**src/sv/bhsd_pkg.sv**
```systemverilog
package bhsd_pkg;

  localparam int MAX_CODE_BYTES = 5;
  localparam int QUEUE_DEPTH = 4;

  localparam int CFG_IDX_W = 2;
  localparam int CFG_DATA_W = 9;

  localparam logic [CFG_IDX_W-1:0] CFG_MAX_BYTES = 2'd0;
  localparam logic [CFG_IDX_W-1:0] CFG_HIGH_CODES = 2'd1;
  localparam logic [CFG_IDX_W-1:0] CFG_SIGN_BITS = 2'd2;
  localparam logic [CFG_IDX_W-1:0] CFG_DELTA_MODE = 2'd3;

  localparam logic [2:0] MAX_BYTES_RST = 3'd5;
  localparam logic [8:0] HIGH_CODES_RST = 9'd64;
  localparam logic [1:0] SIGN_BITS_RST = 2'd0;
  localparam logic DELTA_MODE_RST = 1'b0;

  localparam logic [1:0] ST_OK = 2'd0;
  localparam logic [1:0] ST_OVERFLOW = 2'd1;
  localparam logic [1:0] ST_TRUNCATED = 2'd2;

  typedef struct packed {
    logic [2:0] max_bytes;
    logic [8:0] high_codes;
    logic [1:0] sign_bits;
    logic       delta_mode;
  } cfg_t;

  // one finished value handed from front to back
  typedef struct packed {
    logic [1:0]  status;
    logic        clr;
    logic [31:0] sum;
  } event_t;

  typedef struct packed {
    logic full;
    logic empty;
    logic push;
    logic pop;
  } queue_status_t;

endpackage

```
**src/sv/bhsd_front.sv**
```systemverilog
module bhsd_front (
  input  logic                clk,
  input  logic                rst,
  input  bhsd_pkg::cfg_t      cfg,
  input  logic                accept,
  input  logic [7:0]          data_byte,
  input  logic                last_byte,
  input  logic                clear_delta,
  output logic                push,
  output bhsd_pkg::event_t    push_data
);
  import bhsd_pkg::*;

  logic [40:0] partial_sum;
  logic [32:0] digit_factor;
  logic [2:0]  bytes_seen;
  logic        clr_pend;

  logic [2:0]  nb;
  logic [8:0]  h;
  logic [8:0]  l;
  logic [40:0] prod;
  logic [40:0] sum_next;
  logic [41:0] df_mul;
  logic [2:0]  seen_next;
  logic        done;
  logic        clr_eff;

  always_comb begin
    if (cfg.max_bytes == 3'd0) begin
      nb = 3'd1;
    end else if (cfg.max_bytes > 3'(MAX_CODE_BYTES)) begin
      nb = 3'(MAX_CODE_BYTES);
    end else begin
      nb = cfg.max_bytes;
    end
    if (cfg.high_codes == 9'd0) begin
      h = 9'd1;
    end else if (cfg.high_codes > 9'd256) begin
      h = 9'd256;
    end else begin
      h = cfg.high_codes;
    end
    l = 9'd256 - h;
    prod = {8'd0, digit_factor} * {33'd0, data_byte};
    sum_next = partial_sum + prod;
    df_mul = {9'd0, digit_factor} * {33'd0, h};
    seen_next = bytes_seen + 3'd1;
    done = ({1'b0, data_byte} < l) || (seen_next >= nb);
    clr_eff = clr_pend | clear_delta;
  end

  assign push = accept && (done || last_byte);

  always_comb begin
    push_data.clr = clr_eff;
    if (!done) begin
      push_data.status = ST_TRUNCATED;
      push_data.sum = 32'd0;
    end else if (|sum_next[40:32]) begin
      push_data.status = ST_OVERFLOW;
      push_data.sum = 32'd0;
    end else begin
      push_data.status = ST_OK;
      push_data.sum = sum_next[31:0];
    end
  end

  always_ff @(posedge clk) begin
    if (rst) begin
      partial_sum <= '0;
      digit_factor <= 33'd1;
      bytes_seen <= '0;
      clr_pend <= 1'b0;
    end else if (accept) begin
      if (push) begin
        partial_sum <= '0;
        digit_factor <= 33'd1;
        bytes_seen <= '0;
        clr_pend <= 1'b0;
      end else begin
        partial_sum <= sum_next;
        digit_factor <= df_mul[32:0];
        bytes_seen <= seen_next;
        // clear only matters when a value is delivered, so hold it until then
        clr_pend <= clr_eff;
      end
    end
  end

endmodule

```
**src/sv/bhsd_queue.sv**
```systemverilog
module bhsd_queue #(
  parameter int DEPTH = bhsd_pkg::QUEUE_DEPTH
) (
  input  logic                    clk,
  input  logic                    rst,
  input  logic                    push,
  input  bhsd_pkg::event_t        push_data,
  input  logic                    pop,
  output bhsd_pkg::event_t        head,
  output logic                    head_valid,
  output logic                    ready,
  output bhsd_pkg::queue_status_t status
);
  import bhsd_pkg::*;

  localparam int IW = (DEPTH > 1) ? $clog2(DEPTH) : 1;
  localparam int CW = $clog2(DEPTH + 1);
  localparam logic [IW-1:0] LAST_IDX = IW'(DEPTH - 1);
  localparam logic [CW-1:0] FULL_CNT = CW'(DEPTH);

  event_t        entries [DEPTH];
  logic [IW-1:0] wr_ptr;
  logic [IW-1:0] rd_ptr;
  logic [CW-1:0] count;
  logic          full;
  logic          empty;
  logic          do_push;
  logic          do_pop;

  assign full = (count == FULL_CNT);
  assign empty = (count == '0);
  assign do_push = push && !full;
  assign do_pop = pop && !empty;
  assign head = entries[rd_ptr];
  assign head_valid = !empty;
  assign ready = !full;

  always_comb begin
    status.full = full;
    status.empty = empty;
    status.push = do_push;
    status.pop = do_pop;
  end

  always_ff @(posedge clk) begin
    if (do_push) begin
      entries[wr_ptr] <= push_data;
    end
  end

  always_ff @(posedge clk) begin
    if (rst) begin
      wr_ptr <= '0;
      rd_ptr <= '0;
      count <= '0;
    end else begin
      if (do_push) begin
        wr_ptr <= (wr_ptr == LAST_IDX) ? '0 : wr_ptr + 1'b1;
      end
      if (do_pop) begin
        rd_ptr <= (rd_ptr == LAST_IDX) ? '0 : rd_ptr + 1'b1;
      end
      if (do_push && !do_pop) begin
        count <= count + 1'b1;
      end else if (do_pop && !do_push) begin
        count <= count - 1'b1;
      end
    end
  end

endmodule

```
**src/sv/bhsd_back.sv**
```systemverilog
module bhsd_back (
  input  logic             clk,
  input  logic             rst,
  input  bhsd_pkg::cfg_t   cfg,
  input  bhsd_pkg::event_t head,
  input  logic             head_valid,
  output logic             pop,
  output logic             m_tvalid,
  input  logic             m_tready,
  output logic [31:0]      m_tdata,
  output logic [1:0]       m_tuser
);
  import bhsd_pkg::*;

  logic        s1_valid;
  logic [1:0]  s1_status;
  logic        s1_clr;
  logic [31:0] s1_val;
  logic [31:0] previous_value;

  logic        s1_ready;
  logic        s2_ready;
  logic [1:0]  s;
  logic [1:0]  m;
  logic [31:0] q;
  logic [31:0] folded;
  logic [31:0] prev_eff;
  logic [31:0] with_delta;

  assign s2_ready = !m_tvalid || m_tready;
  assign s1_ready = !s1_valid || s2_ready;
  assign pop = head_valid && s1_ready;

  // sign fold on the queue head
  always_comb begin
    s = (cfg.sign_bits == 2'd3) ? 2'd2 : cfg.sign_bits;
    m = (s == 2'd0) ? 2'd0 : ((s == 2'd1) ? 2'd1 : 2'd3);
    q = head.sum >> s;
    if (s == 2'd0) begin
      folded = head.sum;
    end else if ((head.sum[1:0] & m) < m) begin
      folded = head.sum - q;
    end else begin
      folded = ~q;
    end
  end

  always_comb begin
    prev_eff = s1_clr ? 32'd0 : previous_value;
    with_delta = cfg.delta_mode ? s1_val + prev_eff : s1_val;
  end

  always_ff @(posedge clk) begin
    if (rst) begin
      s1_valid <= 1'b0;
    end else if (s1_ready) begin
      s1_valid <= head_valid;
    end
  end

  always_ff @(posedge clk) begin
    if (pop) begin
      s1_status <= head.status;
      s1_clr <= head.clr;
      s1_val <= folded;
    end
  end

  always_ff @(posedge clk) begin
    if (rst) begin
      m_tvalid <= 1'b0;
      previous_value <= '0;
    end else begin
      if (s2_ready) begin
        m_tvalid <= s1_valid;
      end
      if (s1_valid && s2_ready) begin
        if (s1_status == ST_OK && cfg.delta_mode) begin
          previous_value <= with_delta;
        end else begin
          previous_value <= prev_eff;
        end
      end
    end
  end

  always_ff @(posedge clk) begin
    if (s1_valid && s2_ready) begin
      m_tuser <= s1_status;
      m_tdata <= (s1_status == ST_OK) ? with_delta : 32'd0;
    end
  end

endmodule

```
**src/sv/bhsd_varint_decoder.sv**
```systemverilog
// a byte that ends a value has its result written into the queue, then the back's s1 registers, then the output
// throughput: one byte per cycle while the queue is not full; the digit factor multiply in the front is combinational
// a queue of QUEUE_DEPTH entries (four by default) lets the front keep taking bytes while results wait on m_tready
// reset (synchronous, rst high): config back to B=5 H=64 S=0 D=0, partial value,
// previous value and queue cleared, no result pending
module bhsd_varint_decoder #(
  parameter int QUEUE_DEPTH = bhsd_pkg::QUEUE_DEPTH
) (
  input  logic                            clk,
  input  logic                            rst,
  input  logic                            s_tvalid,
  output logic                            s_tready,
  input  logic [7:0]                      s_tdata,   // [7:0] data_byte
  input  logic                            s_tlast,   // last_byte
  input  logic [0:0]                      s_tuser,   // [0] clear_delta
  output logic                            m_tvalid,
  input  logic                            m_tready,
  output logic [31:0]                     m_tdata,   // [31:0] decoded_value
  output logic [1:0]                      m_tuser,   // [1:0] status
  input  logic                            cfg_we,
  input  logic [bhsd_pkg::CFG_IDX_W-1:0]  cfg_index,
  input  logic [bhsd_pkg::CFG_DATA_W-1:0] cfg_wdata
);
  import bhsd_pkg::*;

  cfg_t          cfg;
  logic          accept;
  logic          push;
  event_t        push_data;
  event_t        head;
  logic          head_valid;
  logic          pop;
  queue_status_t q_status;

  always_ff @(posedge clk) begin
    if (rst) begin
      cfg.max_bytes <= MAX_BYTES_RST;
      cfg.high_codes <= HIGH_CODES_RST;
      cfg.sign_bits <= SIGN_BITS_RST;
      cfg.delta_mode <= DELTA_MODE_RST;
    end else if (cfg_we) begin
      unique case (cfg_index)
        CFG_MAX_BYTES:  cfg.max_bytes <= cfg_wdata[2:0];
        CFG_HIGH_CODES: cfg.high_codes <= cfg_wdata[8:0];
        CFG_SIGN_BITS:  cfg.sign_bits <= cfg_wdata[1:0];
        CFG_DELTA_MODE: cfg.delta_mode <= cfg_wdata[0];
        default: ;
      endcase
    end
  end

  assign accept = s_tvalid && s_tready;

  bhsd_front u_front (
    .clk         (clk),
    .rst         (rst),
    .cfg         (cfg),
    .accept      (accept),
    .data_byte   (s_tdata),
    .last_byte   (s_tlast),
    .clear_delta (s_tuser[0]),
    .push        (push),
    .push_data   (push_data)
  );

  bhsd_queue #(
    .DEPTH (QUEUE_DEPTH)
  ) u_queue (
    .clk        (clk),
    .rst        (rst),
    .push       (push),
    .push_data  (push_data),
    .pop        (pop),
    .head       (head),
    .head_valid (head_valid),
    .ready      (s_tready),
    .status     (q_status)
  );

  bhsd_back u_back (
    .clk        (clk),
    .rst        (rst),
    .cfg        (cfg),
    .head       (head),
    .head_valid (head_valid),
    .pop        (pop),
    .m_tvalid   (m_tvalid),
    .m_tready   (m_tready),
    .m_tdata    (m_tdata),
    .m_tuser    (m_tuser)
  );

  a_err_zero: assert property (@(posedge clk) disable iff (rst)
    (m_tvalid && m_tuser != ST_OK) |-> (m_tdata == 32'd0))
    else $error("error status with nonzero value");

  a_last_pushes: assert property (@(posedge clk) disable iff (rst)
    (accept && s_tlast) |-> q_status.push)
    else $error("last byte gave no result");

  a_push_fills: assert property (@(posedge clk) disable iff (rst)
    (q_status.empty && q_status.push) |=> !q_status.empty)
    else $error("queue lost a request");

  a_full_holds: assert property (@(posedge clk) disable iff (rst)
    (q_status.full && !q_status.pop) |=> q_status.full)
    else $error("queue drained without pop");

endmodule
```
**config.mk**
```make
export PLATFORM = sky130hd
export DESIGN_NAME = bhsd_varint_decoder
export DESIGN_NICKNAME = d
export VERILOG_FILES = /design/src/sv/bhsd_pkg.sv /design/src/sv/bhsd_front.sv /design/src/sv/bhsd_queue.sv /design/src/sv/bhsd_back.sv /design/src/sv/bhsd_varint_decoder.sv
export SDC_FILE = /design/constraint.sdc
export NUM_CORES = 2
export LEC_CHECK = 0
export ABC_AREA = 1
export BUFFER_PORTS_ARGS = -buffer_cell sky130_fd_sc_hd__buf_4
export CORE_UTILIZATION = 66
export DETAILED_ROUTE_END_ITERATION = 10
export PLACE_DENSITY = 0.83
export SLEW_MARGIN = 15
export SYNTH_ARGS = -nofsm -noshare
export SYNTH_HDL_FRONTEND = slang
export SYNTH_SLANG_ARGS = --single-unit
```
**constraint.sdc**
```tcl
create_clock -name clk -period 8.7 [get_ports clk]
set_input_delay 2.175 -clock clk [delete_from_list [all_inputs] [get_ports clk]]
set_output_delay 2.175 -clock clk [all_outputs]
set_load 0.005 [all_outputs]
```
==> results_dict.tcl <==
set metrics [dict create \
    critPathCaptureType "flop" \
    share_of_total_power_in_sequential_cells_pct 30.2 \
    combinational_family_with_the_most_area_after_synthesis "adder cells" \
    power-per-cell-area_nw_per_um2 195 \
    placeableCoreArea_um2 55000 \
    internal-power_mw 4.22 \
    count_of_clock_tree_sinks 345 \
    port-buffer-count 61 \
    yosys_warnings 0 \
    initial_core_util_pct 66.7 \
    postSynthNetCount 5458 \
    htreeDepth 2 \
    hpwlAfterDp_um 75900 \
    postSynth.topFlopCell "edfxtp_1" \
    multi_input_area_um2 22700 \
    largest_net_degree_at_the_start_of_global_routing 82 \
    startpoint_type "input port" \
    min_path_type "flop to flop" \
    finish.instance_area_um2 38800 \
    synth_enable_flop_cells 209 \
    power.share.switching_pct 44.2 \
    report.final.slew_viol_count 0 \
    most_common_cell_after_layout_fill_and_taps_aside "inv_1" \
    remaining_drc_errors 0 \
    seqCellArea_um2 9000 \
    whs_ns 0.466 \
    post_dp_cell_area_um2 37600 \
    post_cts.resized_instances 0 \
    clock_tree.root_cell "clkbuf_16" \
    synth-seq-cells 345 \
    worstPathCellList "buf_4 > nand2_1 > fa_1 > fa_1 > inv_1 > fa_1 > inv_1 > fa_1 > inv_1 > ha_1 > nand2_1 > nor2_2 > nand2_1 > o211ai_2 > nand3_1 > nand2_1 > nand2_1 > nand2_1 > xor2_1 > nand3_1 > nor2_1 > nand3_2 > buf_4 > nor2_1" \
    grt_antenna_before_repair 4 \
    final_cycle_share_pct 84.5 \
    synthDominantCellAreaShare_pct 22.6 \
    synth.area.mux_share_pct 0 \
    crit_path_frequent_cell "nand2_1" \
    groute.usage.overall_pct 36.3 \
    slowest_stage_delay_on_critical_path_ns 0.55 \
    worstMarginPinSlew_ns 1.23 \
    route.vias.total 31575 \
    routed_wl_um 101000 \
    drt_first_iter_violations 2779 \
    maxCapViolCount 0 \
    ir_drop_mv 0.147 \
    upper_clock_frequency_limit_ghz 0.136 \
    required_ns 9.05 \
    timing.critical_path.arrival_ns 7.70 \
    grt_pass1_vias 31262 \
    die_width_um 238 \
    clock_skew_ns 0.0277 \
    share_clk_of_total_power_pct 21.9 \
    drt_first_pass_iters 7 \
    yosysSeqAreaShare_pct 24.5 \
    ys_async_sr_fraction_pct 0 \
    clockBufferDepth 3 \
    insertedDiodeCount 0 \
    switchingPower_mw 3.35 \
    vias_per_cell 5.69 \
    layout.cells.most_common_list "inv_1 (1107), nand2_1 (1091), nor2_1 (449)" \
    finalSetupTns_ns 0 \
    numCtsBuffers 40 \
    tritoncts "built" \
    layout_stage_area_growth_over_the_synthesis_result_pct 5.79 \
    wl_per_cell_um 18.2 \
    ratio_of_cells_with_drive_above_1_in_the_final_layout_pct 4.35 \
    clkSlewWorstSetupHoldPaths_ns 0.06 \
    postCtsHoldBufs 0 \
    syn_area_per_cell_um2 7.58 \
    worst_slew_margin_rel_pct 17.7 \
    critical-path-slowest-cell "fa_1" \
    xor_and_xnor_area_share_after_synthesis_pct 2.26 \
    post_cts.repair.setup_buffers 0 \
    cell_area_synth_um2 36700 \
    yosys.area_share.adder_pct 28.8 \
    power.share.combinational_pct 47.9 \
    die_h_um 238 \
    clock_period_minus_final_worst_setup_slack_ns 7.35 \
    grt-ovfl-total 0 \
    finalWeightedCongestion 0.990 \
    grt_pass1_wl_um 161000 \
    finalSetupViolCount 0 \
    setup_repair_after_global_routing_missed_its_margin "no" \
    ys_top_cells_by_area "fa_1 (23%), edfxtp_1 (17%), inv_1 (11%), nand2_1 (11%), dfxtp_1 (7.4%)" \
    leakage_nw 20.2 \
    fp.dieArea_um2 56500 \
    layout_setup_ws_ns 1.35 \
    report.final.hold_viol_count 0 \
    synthDistinctLibCells 53 \
    worst_skew_pair.late_latency_ns 0.58 \
    final_antenna_net_count 0 \
    worst-setup-path-type "input port to flop" \
    placement_rows 86 \
    nets 5392 \
    crit_fanout 34 \
    synth_compound_area_share_pct 10.9 \
    synth.largest_area_cell "fa_1" \
    postSynthCellCount 4837 \
    status "completed" \
    layout_filler_cell_count 4482 \
    synth_simple_gate_area_share_pct 19.8 \
    post-place-ws_ns 0.937 \
    design.portCount 62 \
]
## per-layer routing
| metal | part of all wire [%] | track usage [%] | vias up |
|---|---|---|---|
| met4 | 5.4 | 19.6 | 6 |
| met3 | 7.9 | 6.36 | 331 |
| met2 | 49 | 61.6 | 1404 |
| li1 | - | - | 14752 |
| met5 | 0.044 | 0 | - |
| met1 | 38 | 44.1 | 15082 |
## state kept, by name, indices dropped and copies added, names as in the netlist, named ones only
signal	flops
u_back.m_tuser	2
u_queue.rd_ptr	2
u_front.partial_sum	41
u_back.previous_value	32
u_queue.count	3
u_back.s1_val	32
u_queue.wr_ptr	2
cfg	15
u_front.clr_pend	1
u_front.bytes_seen	3
u_back.m_tdata	32
u_back.s1_clr	1
u_back.s1_status	2
u_back.s1_valid	1
u_front.digit_factor	33
u_queue.entries	140
u_back.m_tvalid	1
## Yosys cell counts (6+ instances only)
master    instances
dfxtp_1         136
xnor2_1          32
nor3_1           28
a21boi_0          9
a21oi_1         253
inv_1          1108
edfxtp_1        209
a21oi_2           8
nand4_1          21
o22ai_1           9
buf_2            14
nand3_1         174
a21o_1           16
or2_2            15
a22oi_1          51
o31ai_1           6
a32oi_1          28
fa_1            414
clkbuf_1        173
o21ai_0         165
a221oi_1          9
clkinv_1          7
ha_1            181
o21bai_1         20
xor2_1           61
nor4_1           10
buf_1            12
nor2_1          456
a31oi_1          18
nand2_1        1092
nand3_2           8
o221ai_1         16
o211ai_1         35
## worst paths after layout
kind / start / endpoint / slack, ns / cells past startpoint
worst max-delay path: s_tdata[3] / u_queue.entries[0][3] / 1.35 / 24
worst min-delay path: u_back.previous_value[30] / u_back.previous_value[30] / 0.47 / 2
worst max register to register: cfg[9] / u_front.digit_factor[23] / 1.43 / 24
worst min register to register: u_back.previous_value[30] / u_back.previous_value[30] / 0.47 / 2
## metrics by stage
| stage | std cells | utilization, % | power, mW |
|---|---|---|---|
| 2_1_floorplan | 4837 | - | 4.83 |
| 5_1_grt | 5549 | 70.6 | 8.05 |
| 4_1_cts | 5549 | 70.6 | 7.52 |
| 3_3_place_gp | 5477 | 68.3 | 5.79 |
| 3_5_place_dp | 5477 | 68.3 | 5.86 |
| 6_report | 5549 | 70.6 | 7.57 |
## critical path, delay by kind of cell
kind | cells | cell delay, ns
AND/OR/NAND/NOR | 12 | 1.75
XOR/XNOR | 1 | 0.24
AO/OA/AOI/OAI | 1 | 0.16
buffers and inverters | 5 | 0.83
adder cells (fa/ha/maj) | 5 | 2.49
## area by class of cell
cell class	instances	share of cell area, %
multi-input cells	3168	58.5
repair buffers	98	1.90
well taps	748	2.41
flip-flops and latches	345	23.2
clock buffers	51	2.69
clock inverters	21	0.535
inverters	1118	10.8
## power by group through the flow
stage / Sequential [mW] / Clock [mW] / Combinational (mW)
detailed placement: 2.31 / 0 / 3.54
global placement: 2.31 / 0 / 3.48
global route: 2.30 / 1.73 / 4.02
floorplan: 2.23 / 0 / 2.60
CTS: 2.28 / 1.67 / 3.57
finish: 2.29 / 1.66 / 3.63
## cell families (layout without fill, tap and decap cells)
group	after synthesis	after routing
DFF	345	345
and+or+nand+nor	1815	1815
buffers and inverters	1324	1288
xor gates and xnor gates	94	94
adders and majority gates	595	595
AOI/OAI and AO/OA	664	664
Power figures use the tool's default switching activity.
